`src/hdl/depthwise_conv3x3_requant_macros.svh`:
```
// ----------------------------------------------------------------------------
// depthwise_conv3x3_requant_macros.svh
// Assertion helper macros for the depthwise 3x3 requant block.
// ----------------------------------------------------------------------------
`ifndef DEPTHWISE_CONV3X3_REQUANT_MACROS_SVH
`define DEPTHWISE_CONV3X3_REQUANT_MACROS_SVH

// same-cycle implication
`define DCR_ASSERT_NOW(lbl, ck, rs, ante, cons, msg) \
  lbl: assert property (@(posedge ck) disable iff (rs) (ante) |-> (cons)) else $error(msg);

// next-cycle implication
`define DCR_ASSERT_NEXT(lbl, ck, rs, ante, cons, msg) \
  lbl: assert property (@(posedge ck) disable iff (rs) (ante) |=> (cons)) else $error(msg);

`endif

```
`src/hdl/dcr_pkg.sv`:
```
// ----------------------------------------------------------------------------
// dcr_pkg
// Shared types, codes and helpers for the depthwise 3x3 requant block.
// ----------------------------------------------------------------------------
`default_nettype none

package dcr_pkg;

  localparam int DEF_MAX_WIDTH    = 128;
  localparam int DEF_MAX_HEIGHT   = 128;
  localparam int DEF_MAX_CHANNELS = 256;
  localparam int KERNEL_TAPS      = 9;
  localparam int MULT_FRAC_BITS   = 32;
  localparam int MULT_W           = 40;
  localparam int ACC_W            = 40;
  localparam int MULT_SPLIT       = 20;
  localparam int PROD_W           = ACC_W + MULT_W;
  localparam int Q_W              = 21;
  localparam int Q_SAT            = 1 << 20;
  localparam int CFG_IDX_W        = 3;

  typedef enum logic [1:0] {
    CMD_WEIGHT = 2'd0,
    CMD_BIAS   = 2'd1,
    CMD_PIXEL  = 2'd2,
    CMD_NONE   = 2'd3
  } cmd_code_t;

  typedef enum logic [CFG_IDX_W-1:0] {
    REG_WIDTH    = 3'd0,
    REG_HEIGHT   = 3'd1,
    REG_CHANNELS = 3'd2,
    REG_WZP      = 3'd3,
    REG_WBITS    = 3'd4,
    REG_MULT     = 3'd5,
    REG_OZP      = 3'd6,
    REG_RELU     = 3'd7
  } reg_index_t;

  typedef enum logic [3:0] {
    ST_IDLE,
    ST_WRITE,
    ST_START,
    ST_TAPS,
    ST_DRAIN,
    ST_ABS,
    ST_MUL_LO,
    ST_MUL_HI,
    ST_ROUND,
    ST_FINISH,
    ST_EMIT
  } state_t;

  typedef struct packed {
    logic       ready;
    logic       take;
    logic       line_write;
    logic       start;
    logic       advance;
    logic       tap_issue;
    logic [3:0] tap;
    logic       abs_v;
    logic       mul_lo;
    logic       mul_hi;
    logic       round_v;
    logic       finish;
    logic       emit;
  } dp_cmd_t;

  typedef struct packed {
    logic in_valid;
    logic is_pixel;
    logic pending;
    logic out_free;
  } dp_status_t;

  function automatic logic [1:0] tap_dy(input logic [3:0] t);
    logic [1:0] d;
    case (t)
      4'd0, 4'd1, 4'd2: d = 2'd0;
      4'd3, 4'd4, 4'd5: d = 2'd1;
      default:          d = 2'd2;
    endcase
    return d;
  endfunction

  function automatic logic [1:0] tap_dx(input logic [3:0] t);
    logic [1:0] d;
    case (t)
      4'd0, 4'd3, 4'd6: d = 2'd0;
      4'd1, 4'd4, 4'd7: d = 2'd1;
      default:          d = 2'd2;
    endcase
    return d;
  endfunction

  // residue mod 3 of a value in 0..6
  function automatic logic [1:0] mod3(input logic [2:0] v);
    logic [2:0] r;
    if (v >= 3'd6) r = v - 3'd6;
    else if (v >= 3'd3) r = v - 3'd3;
    else r = v;
    return r[1:0];
  endfunction

  function automatic logic [15:0] clamp_dim(input logic [15:0] v, input logic [15:0] m);
    logic [15:0] r;
    if (v == 16'd0) r = 16'd1;
    else if (v > m) r = m;
    else r = v;
    return r;
  endfunction

endpackage

`default_nettype wire

```
`src/hdl/dcr_ctrl.sv`:
```
// ----------------------------------------------------------------------------
// dcr_ctrl
// Sequencer: accepts items, walks results, taps and the requant steps.
// ----------------------------------------------------------------------------
`default_nettype none
`include "depthwise_conv3x3_requant_macros.svh"

module dcr_ctrl
  import dcr_pkg::*;
(
  input  wire logic       clk,
  input  wire logic       rst,
  input  wire dp_status_t status,
  output dp_cmd_t         cmd
);

  state_t     state, state_next;
  logic [3:0] tap_cnt;

  always_ff @(posedge clk) begin
    if (rst) begin
      state   <= ST_IDLE;
      tap_cnt <= '0;
    end else begin
      state <= state_next;
      if (state == ST_TAPS) tap_cnt <= tap_cnt + 4'd1;
      else tap_cnt <= '0;
    end
  end

  always_comb begin
    state_next = state;
    case (state)
      ST_IDLE:   if (status.in_valid && status.is_pixel) state_next = ST_WRITE;
      ST_WRITE:  state_next = ST_START;
      ST_START:  state_next = status.pending ? ST_TAPS : ST_IDLE;
      ST_TAPS:   if (tap_cnt == 4'(KERNEL_TAPS - 1)) state_next = ST_DRAIN;
      ST_DRAIN:  state_next = ST_ABS;
      ST_ABS:    state_next = ST_MUL_LO;
      ST_MUL_LO: state_next = ST_MUL_HI;
      ST_MUL_HI: state_next = ST_ROUND;
      ST_ROUND:  state_next = ST_FINISH;
      ST_FINISH: state_next = ST_EMIT;
      ST_EMIT:   if (status.out_free) state_next = ST_START;
      default:   state_next = ST_IDLE;
    endcase
  end

  always_comb begin
    cmd            = '0;
    cmd.ready      = (state == ST_IDLE);
    cmd.take       = (state == ST_IDLE) && status.in_valid;
    cmd.line_write = (state == ST_WRITE);
    cmd.start      = (state == ST_START) && status.pending;
    cmd.advance    = (state == ST_START) && !status.pending;
    cmd.tap_issue  = (state == ST_TAPS);
    cmd.tap        = tap_cnt;
    cmd.abs_v      = (state == ST_ABS);
    cmd.mul_lo     = (state == ST_MUL_LO);
    cmd.mul_hi     = (state == ST_MUL_HI);
    cmd.round_v    = (state == ST_ROUND);
    cmd.finish     = (state == ST_FINISH);
    cmd.emit       = (state == ST_EMIT) && status.out_free;
  end

  `DCR_ASSERT_NEXT(a_tap_end, clk, rst, (state == ST_TAPS && tap_cnt == 4'(KERNEL_TAPS - 1)), (state == ST_DRAIN), "tap loop did not end after the last tap")
  `DCR_ASSERT_NEXT(a_run_done, clk, rst, (state == ST_START && !status.pending), (state == ST_IDLE), "no return to idle after last result")
  `DCR_ASSERT_NOW(a_tap_bound, clk, rst, (state == ST_TAPS), (tap_cnt < 4'(KERNEL_TAPS)), "tap counter out of range")

endmodule

`default_nettype wire

```
`config.mk`:
```
export PLATFORM = sky130hd
export DESIGN_NAME = dcr_ctrl
export DESIGN_NICKNAME = d
export VERILOG_FILES = /design/src/hdl/dcr_pkg.sv /design/src/hdl/dcr_ctrl.sv
export VERILOG_INCLUDE_DIRS = /design/src /design/src/hdl
export SDC_FILE = /design/constraint.sdc
export NUM_CORES = 1
export LEC_CHECK = 0
export ABC_CLOCK_PERIOD_IN_PS = 2700
export BUFFER_PORTS_ARGS = -buffer_cell sky130_fd_sc_hd__clkbuf_2
export CAP_MARGIN = 10
export CORE_AREA = 2 2 39 41
export DETAILED_ROUTE_END_ITERATION = 10
export DIE_AREA = 0 0 41 43
export MAX_ROUTING_LAYER = met4
export PLACE_DENSITY = 0.65
export SLEW_MARGIN = 20
export SYNTH_ARGS = -nofsm -noshare
export SYNTH_HDL_FRONTEND = slang
export SYNTH_SLANG_ARGS = --single-unit
```
`constraint.sdc`:
```
create_clock -name clk -period 2.7 [get_ports clk]
set_input_delay 0.405 -clock clk [delete_from_list [all_inputs] [get_ports clk]]
set_output_delay 0.405 -clock clk [all_outputs]
set_load 0.005 [all_outputs]
```
### Word level (Yosys, flattened, before mapping)

Cells that the tools add are included.

| cells by class | value |
|---|---|
| $add $sub $neg | 1 |
| equality and inequality tests | 14 |
| multiplexer cells | 5 |
| bitwise operators | 1 |
| reductions and logical operators | 9 |

Operator list:

| cell | count |
|---|---|
| one-hot mux 4 bit (11 select lines) | 1 |
| == test 4 x 3 -> 1 bit (second input constant) | 4 |
| == test 4 bit (second input constant) | 4 |
| 2-to-1 mux 4 bit | 3 |
| == test 4 x 2 -> 1 bit (second input constant) | 2 |
| logical AND 1 bit | 5 |
| adder 4 x 1 -> 4 bit (second input constant) | 1 |
| == test 4 x 1 -> 1 bit (second input constant) | 1 |
| zero test 4 bit | 1 |
| inequality test 2 x 1 -> 1 bit (second input constant) | 2 |
| AND reduction 3 bit | 1 |
| 2-to-1 mux 2 bit | 1 |
| inequality test 2 bit (second input constant) | 1 |
| OR reduction 2 bit | 1 |
| zero test 1 bit | 1 |
| NOT 1 bit | 1 |

| word-level totals | value |
|---|---|
| register bits after elaboration | 8 |
| input bits | 6 |
| output and inout port bits | 16 |
| word-level logic and storage cells | 32 |

### Longest topological paths before layout

| logic depth | value |
|---|---|
| depth in word-level cells | 3 |
| depth in mapped cells | 6 |
| gate-level depth less buffers | 6 |

### Least setup slack after synthesis

No wires, ideal clock.

| path | value |
|---|---|
| path type | reg-to-output |
| start point | register state[3] |
| end point | output cmd[14] in the netlist's numbering |
| data arrival time | 851 ps |
| data required time | 2295 ps |
| slack | 1444 ps |
| stages on the path, launching flop included | 4 |
| buffers on the path | 1 |
| path through | dfxtp_1 -> buf_2 -> nor4_2 -> and2_1 |

RTL lines:

| element | line | source |
|---|---|---|
| from (decl) | dcr_ctrl.sv:17 | `state_t state, state_next;` |
| from (signal assigned) | dcr_ctrl.sv:25 | `state <= state_next;` |
| to (decl) | dcr_ctrl.sv:14 | `output dp_cmd_t cmd` |

==> metrics.cfg <==
[logic_synthesis]
syn_area_per_cell_um2=8.335
synth_common_cells=dfxtp_1 (8), nor2_1 (8), inv_1 (4), nand2_1 (4), nand2b_1 (4)
yosysSeqAreaShare_pct=29.56
synth_area_um2=541.8
synthArstFlopShare_pct=0
synth_edf_count=0
syn_nets=73
synth_top_area_share_pct=29.56
synthFlopType=dfxtp_1
synth-seq-cells=8
synth_area_leaders=dfxtp_1 (30%), nor2_1 (5.5%), ha_1 (4.6%)
netlist_instances=65
yosysWarnings=0
ys_types=31
yosys.area.top_type=dfxtp_1

[clock_network]
cts_setup_buffers=0
clk_latency_ns=0.25
cts_tree=yes
numCtsBuffers=3
cts_buffer_depth=2
cts_max_level=1
root_buffer=clkbuf_4
clkTransAtPathRegs_ns=0.05
hold_buffers=0
cts_sinks=8
cts-resized-gates=0

[cells_and_area]
final_area_um2=664.4
nNetsFinal=95
diodes=0
drive_above_1_share_pct=37.65
synthToLayoutAreaGrowth_pct=22.63

[timing]
layout_setup_ws_ns=0.8517
period_share_pct=68.46
rsz0062_at_grt=no
fmax_ghz=0.5410
whs_ns=0.4042
hold_viol=0
finalCriticalPeriod_ns=1.848
setup_viol=0
finalSetupTns_ns=0
final_max_slew_viol_count=0
clock_skew_ns=0.006436
relSlewSlack_pct=66.62
max_slew.worst_pin.slew_ns=0.5001

[routing]
wirelength_um=1048
antenna_left=0
drt_first_pass_iters=2
routedWlPerCell_um=10.38
drcViolationCount=0
drtIter0Drc=2
route.vias.total=515
vias_per_cell=5.099

[setup_path]
criticalPathCategory=flop to output port
critPathArrivalTime_ns=1.44
cp_max_fo=15
endpoint_kind=output port
required_ns=2.30
start_kind=flop

[floorplanning]
die_h_um=43
die_x_um=41
die_area_um2=1763
core_um2=1384
start_util_pct=39.15
rows=14
pin_count=22

[worst_hold_path]
min_path_type=input port to flop

[flow_run]
max_cap_violations=0

[place]
dpl_cell_area_um2=641.9
place.gp.congestion=0.6551
dpl.hpwl_um=764.8
place_ws_ns=1.133
io_buffers=21

[grt]
grt_overflow=0
grt_usage_pct=13.53
antenna_found_initial=0
grt_pass1_wl_um=1545
grt_pass1_vias=378
grt_max_degree=16

[power_and_ir_drop]
powerDensity_nw_per_um2=434.4
p_leak_nw=0.3018
vdd_ir_drop_max_uv=218.8

[status]
status=finished clean

per-layer routing:
metal  vias to the layer above  part of all wire [%]  GRT usage, %
met5                         -                     0             -
met4                         0                   1.6         8.000
met3                         2                   6.1         4.712
met2                        14                    42         17.81
met1                       231                    50         17.26
li1                        268                     -             -
state kept, by name, indices dropped and copies added, names as in the netlist:
name     cells
tap_cnt      4
state        4
final timing paths:
path	startpoint	endpoint	slack, ns	cells past startpoint
max	state[1]	cmd[3]	0.85	4
min	rst	state[0]	0.40	2
max reg2reg	state[3]	state[2]	1.31	4
min reg2reg	tap_cnt[0]	tap_cnt[0]	0.48	1
report_power, final:
| group | internal [mW] | switching [mW] |
|---|---|---|
| combinational | 0.0316 | 0.0277 |
| sequential | 0.123 | 0.0160 |
| clock | 0.0508 | 0.0396 |
logic make-up after synthesis:
| logic type | after synthesis | share of synthesized area (%) |
|---|---|---|
| buffers and inverters | 8 | 7.391 |
| xor gates and xnor gates | 3 | 4.851 |
| AOI/OAI and AO/OA | 10 | 13.86 |
| DFF | 8 | 29.56 |
| adders and majority gates | 2 | 4.618 |
| muxes | 1 | 1.848 |
| and+or+nand+nor | 33 | 37.88 |
through the flow:
stage,power (mW),utilization [%],std cells
CTS,0.2939,48.01,101
global route,0.3097,48.01,101
detailed placement,0.2013,46.38,98
floorplan,0.1818,-,65
finish,0.2886,48.01,101
global placement,0.2000,46.38,98
layout make-up:
class                           instances  area [µm²]
Timing Repair Buffer                   21       105.1
Clock buffer                            3       22.52
Fill cell                             143       719.4
Inverter                                4       15.01
Sequential cell                         8       160.2
Tap cell                               16       20.02
Multi-Input combinational cell         49       341.6
layout by cell type, fill, tap and decap left out, drive strengths merged, types with 3 or more instances in the layout:
cell	instances
clkbuf	24
nor2	8
dfxtp	8
nand2	5
nand2b	4
inv	4
o21ai	4
nor3	3
worst max-delay path, cell delays in order (launching register included):
cell and delay, ns:
dfxtp_1 0.61, nor2b_2 0.28, nand3_1 0.12, inv_1 0.08, clkbuf_2 0.10
No activity file was read; power rests on OpenSTA's default activity.
